<file path="src/sv/shb_pkg.sv">
// shared types and constants for the string hash bucket unit
`default_nettype none

package shb_pkg;

    localparam int unsigned HASH_W    = 32;
    localparam int unsigned HASH_BITS = 32;
    localparam logic [HASH_W-1:0] HASH_MASK =
        HASH_W'((64'd1 << HASH_BITS) - 64'd1);

    localparam logic [HASH_W-1:0] FNV_BASIS = 32'h811c_9dc5;
    localparam logic [HASH_W-1:0] FNV_PRIME = 32'h0100_0193;

    localparam logic [HASH_W-1:0] MODULUS_RESET = 32'd1;

    // queue between front and back end
    localparam int unsigned FIFO_DEPTH = 2;
    localparam int unsigned FIFO_PTR_W = (FIFO_DEPTH > 1) ? $clog2(FIFO_DEPTH) : 1;
    localparam int unsigned FIFO_CNT_W = $clog2(FIFO_DEPTH + 1);

    // one dividend bit per step
    localparam int unsigned DIV_STEPS  = HASH_W;
    localparam int unsigned DIV_STEP_W = $clog2(DIV_STEPS);

    typedef struct packed {
        logic [7:0] data_byte;
        logic       byte_valid;
        logic       last;
    } in_item_t;

    typedef struct packed {
        logic [HASH_W-1:0] hash_value;
        logic [HASH_W-1:0] bucket_index;
        logic              divide_error;
    } out_item_t;

    // handshake between the queue and the back end
    typedef struct packed {
        logic              valid;
        logic [HASH_W-1:0] hash;
    } queue_head_t;

endpackage

`default_nettype wire

</file>
<file path="src/sv/shb_fifo.sv">
// small queue of finished string hashes between front and back end
`default_nettype none

module shb_fifo (
    input  wire logic                              clk,
    input  wire logic                              rst_n,
    input  wire logic                              push,
    input  wire logic [shb_pkg::HASH_W-1:0]        push_hash,
    output logic                                   not_full,
    input  wire logic                              pop,
    output shb_pkg::queue_head_t                   head
);

    logic [shb_pkg::HASH_W-1:0]     mem [shb_pkg::FIFO_DEPTH];
    logic [shb_pkg::FIFO_PTR_W-1:0] wr_ptr_reg, wr_ptr_next;
    logic [shb_pkg::FIFO_PTR_W-1:0] rd_ptr_reg, rd_ptr_next;
    logic [shb_pkg::FIFO_CNT_W-1:0] count_reg, count_next;
    logic                           do_push, do_pop;

    localparam logic [shb_pkg::FIFO_PTR_W-1:0] PTR_LAST =
        shb_pkg::FIFO_PTR_W'(shb_pkg::FIFO_DEPTH - 1);
    localparam logic [shb_pkg::FIFO_CNT_W-1:0] CNT_FULL =
        shb_pkg::FIFO_CNT_W'(shb_pkg::FIFO_DEPTH);

    assign not_full   = (count_reg != CNT_FULL);
    assign head.valid = (count_reg != '0);
    assign head.hash  = mem[rd_ptr_reg];

    assign do_push = push && not_full;
    assign do_pop  = pop && head.valid;

    always_comb
    begin
        wr_ptr_next = wr_ptr_reg;
        rd_ptr_next = rd_ptr_reg;
        count_next  = count_reg;
        if (do_push)
        begin
            wr_ptr_next = (wr_ptr_reg == PTR_LAST) ? '0 : wr_ptr_reg + 1'b1;
        end
        if (do_pop)
        begin
            rd_ptr_next = (rd_ptr_reg == PTR_LAST) ? '0 : rd_ptr_reg + 1'b1;
        end
        if (do_push && !do_pop)
        begin
            count_next = count_reg + 1'b1;
        end
        else if (do_pop && !do_push)
        begin
            count_next = count_reg - 1'b1;
        end
    end

    always_ff @(posedge clk or negedge rst_n)
    begin
        if (!rst_n)
        begin
            wr_ptr_reg <= '0;
            rd_ptr_reg <= '0;
            count_reg  <= '0;
        end
        else
        begin
            wr_ptr_reg <= wr_ptr_next;
            rd_ptr_reg <= rd_ptr_next;
            count_reg  <= count_next;
        end
    end

    always_ff @(posedge clk)
    begin
        if (do_push)
        begin
            mem[wr_ptr_reg] <= push_hash;
        end
    end

endmodule

`default_nettype wire

</file>
<file path="src/sv/shb_front.sv">
// byte front end: running hash, one byte per cycle while the queue is not full, hands finished hashes on
`default_nettype none

module shb_front (
    input  wire logic                       clk,
    input  wire logic                       rst_n,
    input  wire logic                       in_valid,
    output logic                            in_ready,
    input  wire shb_pkg::in_item_t          in_item,
    output logic                            push,
    output logic [shb_pkg::HASH_W-1:0]      push_hash,
    input  wire logic                       queue_not_full
);

    logic [shb_pkg::HASH_W-1:0] hash_reg, hash_next;
    logic [shb_pkg::HASH_W-1:0] hash_step;
    logic [shb_pkg::HASH_W-1:0] hash_upd;
    logic                       accept;

    assign in_ready = queue_not_full;
    assign accept   = in_valid && in_ready;

    // multiply by the prime mod 2^32, then add the byte
    assign hash_step = hash_reg * shb_pkg::FNV_PRIME + {24'd0, in_item.data_byte};
    assign hash_upd  = in_item.byte_valid ? hash_step : hash_reg;

    assign push      = accept && in_item.last;
    assign push_hash = hash_upd & shb_pkg::HASH_MASK;

    always_comb
    begin
        hash_next = hash_reg;
        if (accept)
        begin
            hash_next = in_item.last ? shb_pkg::FNV_BASIS : hash_upd;
        end
    end

    always_ff @(posedge clk or negedge rst_n)
    begin
        if (!rst_n)
        begin
            hash_reg <= shb_pkg::FNV_BASIS;
        end
        else
        begin
            hash_reg <= hash_next;
        end
    end

endmodule

`default_nettype wire

</file>
<file path="src/sv/shb_back.sv">
// back end: modulus register, bit-serial remainder, output register
`default_nettype none

module shb_back (
    input  wire logic                       clk,
    input  wire logic                       rst_n,
    input  wire logic                       cfg_valid,
    output logic                            cfg_ready,
    input  wire logic [shb_pkg::HASH_W-1:0] cfg_data,
    input  wire shb_pkg::queue_head_t       head,
    output logic                            pop,
    output logic                            out_valid,
    input  wire logic                       out_ready,
    output shb_pkg::out_item_t              out_item
);

    typedef enum logic [2:0] {
        ST_IDLE = 3'b001,
        ST_DIV  = 3'b010,
        ST_DONE = 3'b100
    } state_t;

    localparam logic [shb_pkg::DIV_STEP_W-1:0] STEP_LAST =
        shb_pkg::DIV_STEP_W'(shb_pkg::DIV_STEPS - 1);

    state_t                         state_reg, state_next;
    logic [shb_pkg::HASH_W-1:0]     modulus_reg;
    logic [shb_pkg::DIV_STEP_W-1:0] step_reg, step_next;
    logic                           out_valid_reg, out_valid_next;
    shb_pkg::out_item_t             out_item_reg, out_item_next;
    logic [shb_pkg::HASH_W-1:0]     hash_reg, hash_next;
    logic [shb_pkg::HASH_W-1:0]     dividend_reg, dividend_next;
    logic [shb_pkg::HASH_W-1:0]     rem_reg, rem_next;
    logic                           err_reg, err_next;
    logic [shb_pkg::HASH_W:0]       trial;
    logic [shb_pkg::HASH_W:0]       trial_diff;
    logic                           mod_zero;

    assign cfg_ready = 1'b1;
    assign out_valid = out_valid_reg;
    assign out_item  = out_item_reg;
    assign mod_zero  = (modulus_reg == '0);

    // restoring step: shift in next dividend bit, subtract if it fits
    assign trial      = {rem_reg, dividend_reg[shb_pkg::HASH_W-1]};
    assign trial_diff = trial - {1'b0, modulus_reg};

    always_comb
    begin
        state_next     = state_reg;
        step_next      = step_reg;
        hash_next      = hash_reg;
        dividend_next  = dividend_reg;
        rem_next       = rem_reg;
        err_next       = err_reg;
        out_item_next  = out_item_reg;
        out_valid_next = out_valid_reg && !out_ready;
        pop            = 1'b0;
        case (state_reg)
            ST_IDLE:
            begin
                if (head.valid)
                begin
                    pop           = 1'b1;
                    hash_next     = head.hash;
                    dividend_next = head.hash;
                    rem_next      = '0;
                    step_next     = '0;
                    err_next      = mod_zero;
                    state_next    = mod_zero ? ST_DONE : ST_DIV;
                end
            end
            ST_DIV:
            begin
                dividend_next = dividend_reg << 1;
                rem_next      = trial_diff[shb_pkg::HASH_W] ?
                                trial[shb_pkg::HASH_W-1:0] :
                                trial_diff[shb_pkg::HASH_W-1:0];
                step_next     = step_reg + 1'b1;
                if (step_reg == STEP_LAST)
                begin
                    state_next = ST_DONE;
                end
            end
            ST_DONE:
            begin
                if (!out_valid_reg || out_ready)
                begin
                    out_valid_next             = 1'b1;
                    out_item_next.hash_value   = hash_reg;
                    out_item_next.bucket_index = err_reg ? '0 : rem_reg;
                    out_item_next.divide_error = err_reg;
                    state_next                 = ST_IDLE;
                end
            end
            default:
            begin
                state_next = ST_IDLE;
            end
        endcase
    end

    always_ff @(posedge clk or negedge rst_n)
    begin
        if (!rst_n)
        begin
            state_reg     <= ST_IDLE;
            step_reg      <= '0;
            out_valid_reg <= 1'b0;
            modulus_reg   <= shb_pkg::MODULUS_RESET;
        end
        else
        begin
            state_reg     <= state_next;
            step_reg      <= step_next;
            out_valid_reg <= out_valid_next;
            if (cfg_valid && cfg_ready)
            begin
                modulus_reg <= cfg_data;
            end
        end
    end

    always_ff @(posedge clk)
    begin
        hash_reg     <= hash_next;
        dividend_reg <= dividend_next;
        rem_reg      <= rem_next;
        err_reg      <= err_next;
        out_item_reg <= out_item_next;
    end

endmodule

`default_nettype wire

</file>
<file path="src/sv/string_hash_bucket_top.sv">
// top level of the string hash bucket unit
//
// channel  direction  payload               transaction
// in       input      shb_pkg::in_item_t    one byte item (in_valid & in_ready)
// out      output     shb_pkg::out_item_t   one hash and bucket (out_valid & out_ready)
// cfg      input      32-bit modulus        register write (cfg_valid & cfg_ready)
//
// bytes are taken one per cycle while the queue is not full; one constant multiply each
// the back end works out one string at a time in 32 remainder steps, one bit each
// a zero modulus skips the remainder steps
// a two-entry queue holds finished hashes; in_ready drops only while it is full
// reset: running hash to the offset basis, modulus to 1, queue empty, no result
`default_nettype none

module string_hash_bucket_top (
    input  wire logic                       clk,
    input  wire logic                       rst_n,
    input  wire logic                       in_valid,
    output logic                            in_ready,
    input  wire shb_pkg::in_item_t          in_item,
    output logic                            out_valid,
    input  wire logic                       out_ready,
    output shb_pkg::out_item_t              out_item,
    input  wire logic                       cfg_valid,
    output logic                            cfg_ready,
    input  wire logic [shb_pkg::HASH_W-1:0] cfg_data
);

    logic                       push;
    logic [shb_pkg::HASH_W-1:0] push_hash;
    logic                       queue_not_full;
    logic                       pop;
    shb_pkg::queue_head_t       head;

    shb_front u_front (
        .clk            (clk),
        .rst_n          (rst_n),
        .in_valid       (in_valid),
        .in_ready       (in_ready),
        .in_item        (in_item),
        .push           (push),
        .push_hash      (push_hash),
        .queue_not_full (queue_not_full)
    );

    shb_fifo u_fifo (
        .clk       (clk),
        .rst_n     (rst_n),
        .push      (push),
        .push_hash (push_hash),
        .not_full  (queue_not_full),
        .pop       (pop),
        .head      (head)
    );

    shb_back u_back (
        .clk       (clk),
        .rst_n     (rst_n),
        .cfg_valid (cfg_valid),
        .cfg_ready (cfg_ready),
        .cfg_data  (cfg_data),
        .head      (head),
        .pop       (pop),
        .out_valid (out_valid),
        .out_ready (out_ready),
        .out_item  (out_item)
    );

    a_err_bucket_zero: assert property (
        @(posedge clk) disable iff (!rst_n)
        out_valid && out_item.divide_error |-> out_item.bucket_index == '0
    ) else $error("bucket index not zero on divide error");

    a_bucket_le_hash: assert property (
        @(posedge clk) disable iff (!rst_n)
        out_valid |-> out_item.bucket_index <= out_item.hash_value
    ) else $error("bucket index exceeds hash");

    a_hash_masked: assert property (
        @(posedge clk) disable iff (!rst_n)
        out_valid |-> (out_item.hash_value & ~shb_pkg::HASH_MASK) == '0
    ) else $error("hash has bits above the mask");

    a_pop_needs_head: assert property (
        @(posedge clk) disable iff (!rst_n)
        pop |-> head.valid
    ) else $error("back end pops an empty queue");

endmodule

`default_nettype wire

</file>
<file path="config.mk">
export PLATFORM = sky130hd
export DESIGN_NAME = string_hash_bucket_top
export DESIGN_NICKNAME = d
export VERILOG_FILES = /design/src/sv/shb_pkg.sv /design/src/sv/shb_fifo.sv /design/src/sv/shb_front.sv /design/src/sv/shb_back.sv /design/src/sv/string_hash_bucket_top.sv
export SDC_FILE = /design/constraint.sdc
export NUM_CORES = 1
export LEC_CHECK = 0
export BUFFER_PORTS_ARGS = -buffer_cell sky130_fd_sc_hd__buf_4
export CELL_PAD_IN_SITES_DETAIL_PLACEMENT = 0
export CELL_PAD_IN_SITES_GLOBAL_PLACEMENT = 2
export CORE_MARGIN = 2
export CORE_UTILIZATION = 40
export CTS_CLUSTER_SIZE = 12
export DETAILED_ROUTE_END_ITERATION = 8
export PLACE_DENSITY = 0.79
export SLEW_MARGIN = 20
export SYNTH_ARGS = -nofsm -noshare
export SYNTH_HDL_FRONTEND = slang
export SYNTH_SLANG_ARGS = --single-unit
</file>
<file path="constraint.sdc">
create_clock -name clk -period 14 [get_ports clk]
set_input_delay 2.1 -clock clk [delete_from_list [all_inputs] [get_ports clk]]
set_output_delay 2.1 -clock clk [all_outputs]
set_load 0.01 [all_outputs]
</file>
Yosys cells after proc, flatten, opt, wreduce, memory -nomap -nowiden
Memories as Yosys holds them, arrays and structs flattened.
Cells that the tools add are included.
Word-level totals
  register bits: 239
  RAM bits: 64
  input port bits: 47
  output and inout bits: 68
  logic and storage cells: 76
  memories kept: 1
Memories
  u_fifo.mem: words 2, bits a word 32, read ports 1, clocked after Yosys merged registers in 0, write ports 1, line shb_fifo.sv:14  | logic [shb_pkg::HASH_W-1:0] mem [shb_pkg::FIFO_DEPTH];
Operators by class
  add/sub/neg operators: 7
  multipliers: 1
  equal/unequal tests: 8
  muxes and demuxes: 24
  reduce and logical (&&, ||, !) cells: 20
Operators with widths (number)
  32-bit two-way mux: 5
  32-bit one-hot mux with 2 select lines: 2
  33-bit by 32-bit subtractor with 33-bit output: 1
  32-bit by 8-bit adder with 32-bit output: 1
  32-bit logical NOT: 1
  32-bit by 25-bit multiplier with 32-bit output (second input constant): 1
  3-bit two-way mux: 4
  5-bit one-hot mux with 2 select lines: 1
  3-bit one-hot mux with 3 select lines: 1
  1-bit two-way mux: 8
  1-bit logical AND: 7
  2-bit AND reduction: 3
  2-bit nonzero test: 3
  5-bit by 1-bit adder with 5-bit output (second input constant): 1
  5-bit == test (second input constant): 1
  5-bit two-way mux: 1
  1-bit logical NOT: 4
  2-bit two-way mux: 2
  2-bit by 1-bit inequality test with 1-bit output (second input constant): 2
  2-bit inequality test (second input constant): 2
  3-bit by 1-bit == test with 1-bit output (second input constant): 1
  3-bit by 2-bit == test with 1-bit output (second input constant): 1
  3-bit == test (second input constant): 1
  3-bit AND reduction: 1
  4 further kinds: 5

Longest topological paths before layout
  word-level depth: 8
  mapped depth: 21
  gate-level depth less buffers: 21

Hierarchy
From an unflattened synthesis, not the netlist that was laid out.
Second synthesis, totals
  cells, all modules: 1716
  area, all modules: 19735.2 µm²
By module, submodules not included
  shb_back: times used 1, cells an instance 824, area an instance 9461.6 µm², sequential area each 5893.2 µm²
  shb_front: times used 1, cells an instance 774, area an instance 7614.8 µm², sequential area each 818.3 µm²
  shb_fifo: times used 1, cells an instance 118, area an instance 2658.8 µm², sequential area each 2021.9 µm²

Worst setup path after synthesis
No wires, ideal clock.
  path type: in2reg
  start point: input in_item[5] (netlist bit)
  end point: memory u_fifo.mem[0][31] (netlist bit) (data pin)
  library setup time: 0.262 ns
  arrival: 6.345 ns
  data required time: 13.738 ns
  slack: 7.392 ns
  stages: 19
  path buffers: 0
  cells stage by stage: ha_1 ha_1 ha_1 ha_1 inv_1 fa_1 inv_1 ha_1 fa_1 a211oi_1 o21bai_1 a31oi_1 o211ai_1 a21oi_1 nand2b_1 a21oi_1 o41ai_1 xnor2_1 mux2_2
On the way
  longest elaborated chain between the ends: 2
Ends and longest elaborated chain
  from (decl): line string_hash_bucket_top.sv:20  | input wire shb_pkg::in_item_t in_item,
  32-bit by 8-bit adder with 32-bit output: line shb_front.sv:24  | assign hash_step = hash_reg * shb_pkg::FNV_PRIME + {24'd0, in_item.data_byte};
  32-bit two-way mux: line shb_front.sv:25  | assign hash_upd = in_item.byte_valid ? hash_step : hash_reg;
  net push_hash, one bit: line string_hash_bucket_top.sv:30  | logic [shb_pkg::HASH_W-1:0] push_hash;
  to (decl): line shb_fifo.sv:14
The timed path passes the listed nets, and every way through them passes these cells.

Final worst setup path
  start point: input in_item[5] (netlist bit)
  end point: memory u_fifo.mem[1][31] (netlist bit) (data pin)
The elaborated chain is that of the path after synthesis.

==> out/metrics.cfg <==
[synthesis]
synth_top_family_by_area=adder cells
synth_fp_nets=1956
synth_compound_area_frac=0.0987
synth_edf_count=226
synth.mux.area_fraction=0.0536
synth_warnings=0
syn_inst=1592
synth.top_cell.area_share=0.352
synth-adder-area-share=0.238
synthFlopType=edfxtp_1
ys_types=63
synth_area_leaders=edfxtp_1, ha_1, fa_1
avgSynthCellArea_sq_um=12.1
syn_area_sq_um=19300
synth-async-reset-ratio=0.254
ys_seq_area_frac=0.453
synth_xor_xnor_area_share=0.0300
yosys.area_share.simple=0.0738
synth-seq-cells=303
yosysTopAreaCell=edfxtp_1

[routing]
route.met3.wl_mm=1.13
dr.pass1.iters=5
top_layer=met5
antenna_left=0
wl_met2_mm=20.1
num_vias=12100
routed_via_density=5.19
wl_met1_mm=20.8
remaining_drc_errors=0
drtIter0Drc=658
drt-total-wl_mm=42.8
routedWlPerCell_microns=18.3

[clock_network]
ctsHoldBuffers=0
clk_latency_ps=570
post_cts_buffers=0
cts_max_path_buffers=3
cts-resized-gates=0
clk_pin_slew_ps=60
cts-htree-levels=1
cts.sinks=303
cts_tree=built
cts_buffers=31
root_buffer=clkbuf_16

[floorplan]
core_area_sq_um=47600
die-area_sq_um=50000
start_util=0.405
ios=115
std_cell_rows=80
die_h_microns=224
die_w_microns=224

[setup_path]
path_cells=buf_4 -> ha_1 -> ha_1 -> ha_1 -> ha_1 -> inv_1 -> fa_1 -> inv_1 -> ha_1 -> fa_1 -> a211oi_1 -> o21bai_1 -> a31oi_1 -> o211ai_1 -> a21oi_1 -> nand2b_1 -> a21oi_1 -> o41ai_1 -> xnor2_1 -> mux2_2
r2r-end=u_fifo.mem[1][20]
startpoint_type=input pin
crit_arrival_ps=7090
slowest_delay_ps=520
regToRegSetupSlack_ps=7790
cp_num_buf_inv=3
critPathRequiredTime_ps=14320
ff2ff_path_depth=18
path_delay_family=adder cells
slowest_stage=fa_1
crit_fanout=4
cp_common_cell=ha_1
end_kind=flop
reg2reg_from=u_front.hash_reg[5]
critical_path_class=in2reg

[run]
cap_violations=0

[timing]
hold_viol=0
rsz0062_at_grt=no
setup_tns_ps=0
slew_violations=0
tightest_slew_ps=953
setup_viol=0
timing.final.crit_share=0.484
worst_clock_skew_ps=11.8
fin_crit_ps=6770
max_clock_freq_mhz=148
slew_headroom=0.358

[hold_path]
hold_depth=0
whs_endpoint=u_back.out_item[58]
worstHoldStart=u_back.hash_reg[25]
hp-class=reg2reg

[place]
dp_cells=2280
gp_congestion=0.814
place_hpwl_mm=31.2
placed_cell_area_sq_um=20800
port_buffers=113

[layout]
fin_area_sq_um=21800
nets=2062
drive_gt1_frac=0.184
post-route-util=0.457
syn_to_final_growth_pct=12.9
num_antenna_cells=0
nFillCells=4376
instances_no_fill=2338
largest_reg_flops=65

[global_routing]
grt_pass1_vias=12300
antenna_found_initial=2
grt_overflow=0
grt_use_total=0.173
grt_pass1_wl_mm=68.4
grt_max_degree=70

[outcome]
status=finished clean

[Yosys cell counts, types with 3 or more instances]
master / instances
nand3_1: 11
o211ai_1: 17
a22o_1: 8
o21a_1: 12
o31a_1: 4
buf_1: 5
a31oi_1: 6
nor4_1: 28
a21o_1: 27
o21bai_1: 7
o21ai_0: 70
and3_1: 8
nand2_1: 74
edfxtp_1: 226
dfstp_2: 16
nand2b_1: 16
buf_6: 3
mux2_2: 91
nor2_1: 48
or2_2: 3
and2_1: 5
a221o_1: 6
nor2b_1: 41
nor3_1: 10
inv_1: 213
o31ai_1: 3
or3_1: 6
nand4_1: 3
o22a_1: 13
dfrtp_1: 61
xnor2_1: 46
a21oi_1: 50
clkbuf_1: 41
a31o_2: 22
ha_1: 234
xor2_1: 20
fa_1: 83
o41ai_2: 6
a211oi_1: 10
nor3b_1: 10
o41ai_1: 3
[worst max path at each step]
stage	end	slack, ps	from	depth (start not counted)
after floorplan	u_fifo.mem[0][31]	7390	in_item[5]	19
after global placement	u_fifo.mem[0][31]	6730	in_item[5]	20
after detailed placement	u_fifo.mem[0][31]	6670	in_item[5]	20
after CTS	u_fifo.mem[1][31]	7260	in_item[5]	20
after global routing	u_fifo.mem[0][31]	6900	in_item[5]	20
final	u_fifo.mem[1][31]	7230	in_item[5]	20
[through the flow]
step	worst slack, ps	hold slack (ps)
detailed placement	6670	405
finish	7230	418
global placement	6730	402
global route	6900	424
floorplan	7390	400
CTS	7260	419
[cell type report]
type	instances	area [sq um]	area share
Inverter	213	800	0.0367
Multi-Input combinational cell	1024	9550	0.439
Timing Repair Buffer	125	938	0.0431
Sequential cell	303	8730	0.401
Clock buffer	51	888	0.0408
Clock inverter	7	86.3	0.00397
Tap cell	615	769	0.0353
[routing by layer]
layer,vias up,global-route usage
li1,5865,-
met1,6067,0.243
met2,166,0.292
met3,43,0.0181
met4,4,0.0376
met5,-,0
[placed cells by master (no fill, tap or decap), drive strengths merged, types with 7 or more instances in the layout]
master  netlist  layout
o21bai        7       7
xnor2        46      46
xor2         20      20
nor2         48      48
inv         213     214
o22a         13      13
a21o         27      27
mux2         91      91
or3           7       7
o21ai        70      70
edfxtp      226     226
a31o         22      22
buf          11     125
and3          9       9
nor4         28      28
nand2b       16      16
nor3         10      10
ha          234     234
a21oi        50      50
o211ai       18      18
o21a         12      12
dfstp        16      16
nand2        74      74
a22o          8       8
clkbuf       41      51
dfrtp        61      61
a211oi       10      10
fa           83      83
nand3        12      12
nor2b        42      42
nor3b        10      10
o41ai         9       9
[cells by family (layout without fill, tap and decap cells)]
family	after synthesis	after routing
AO/OA/AOI/OAI	275	275
multiplexers	92	92
adder cells (fa/ha/maj)	317	317
buffers and inverters	265	396
flip-flops	303	303
other	1	1
XOR/XNOR	66	66
AND/OR/NAND/NOR	273	273
[worst reg2reg max path, stage by stage (launching register included)]
cell and delay, ps:
dfrtp_1 700, ha_1 350, ha_1 300, fa_1 480, ha_1 210, fa_1 480, ha_1 290, inv_1 50
fa_1 520, inv_1 40, ha_1 360, and3_1 250, o211ai_1 110, o21ai_0 750, o21ai_0 280, o21bai_1 190
a21oi_1 100, xnor2_1 190, mux2_2 310
Power is not shown: default switching activity piles up to over one toggle a cycle in this logic, so the estimate is an artifact.
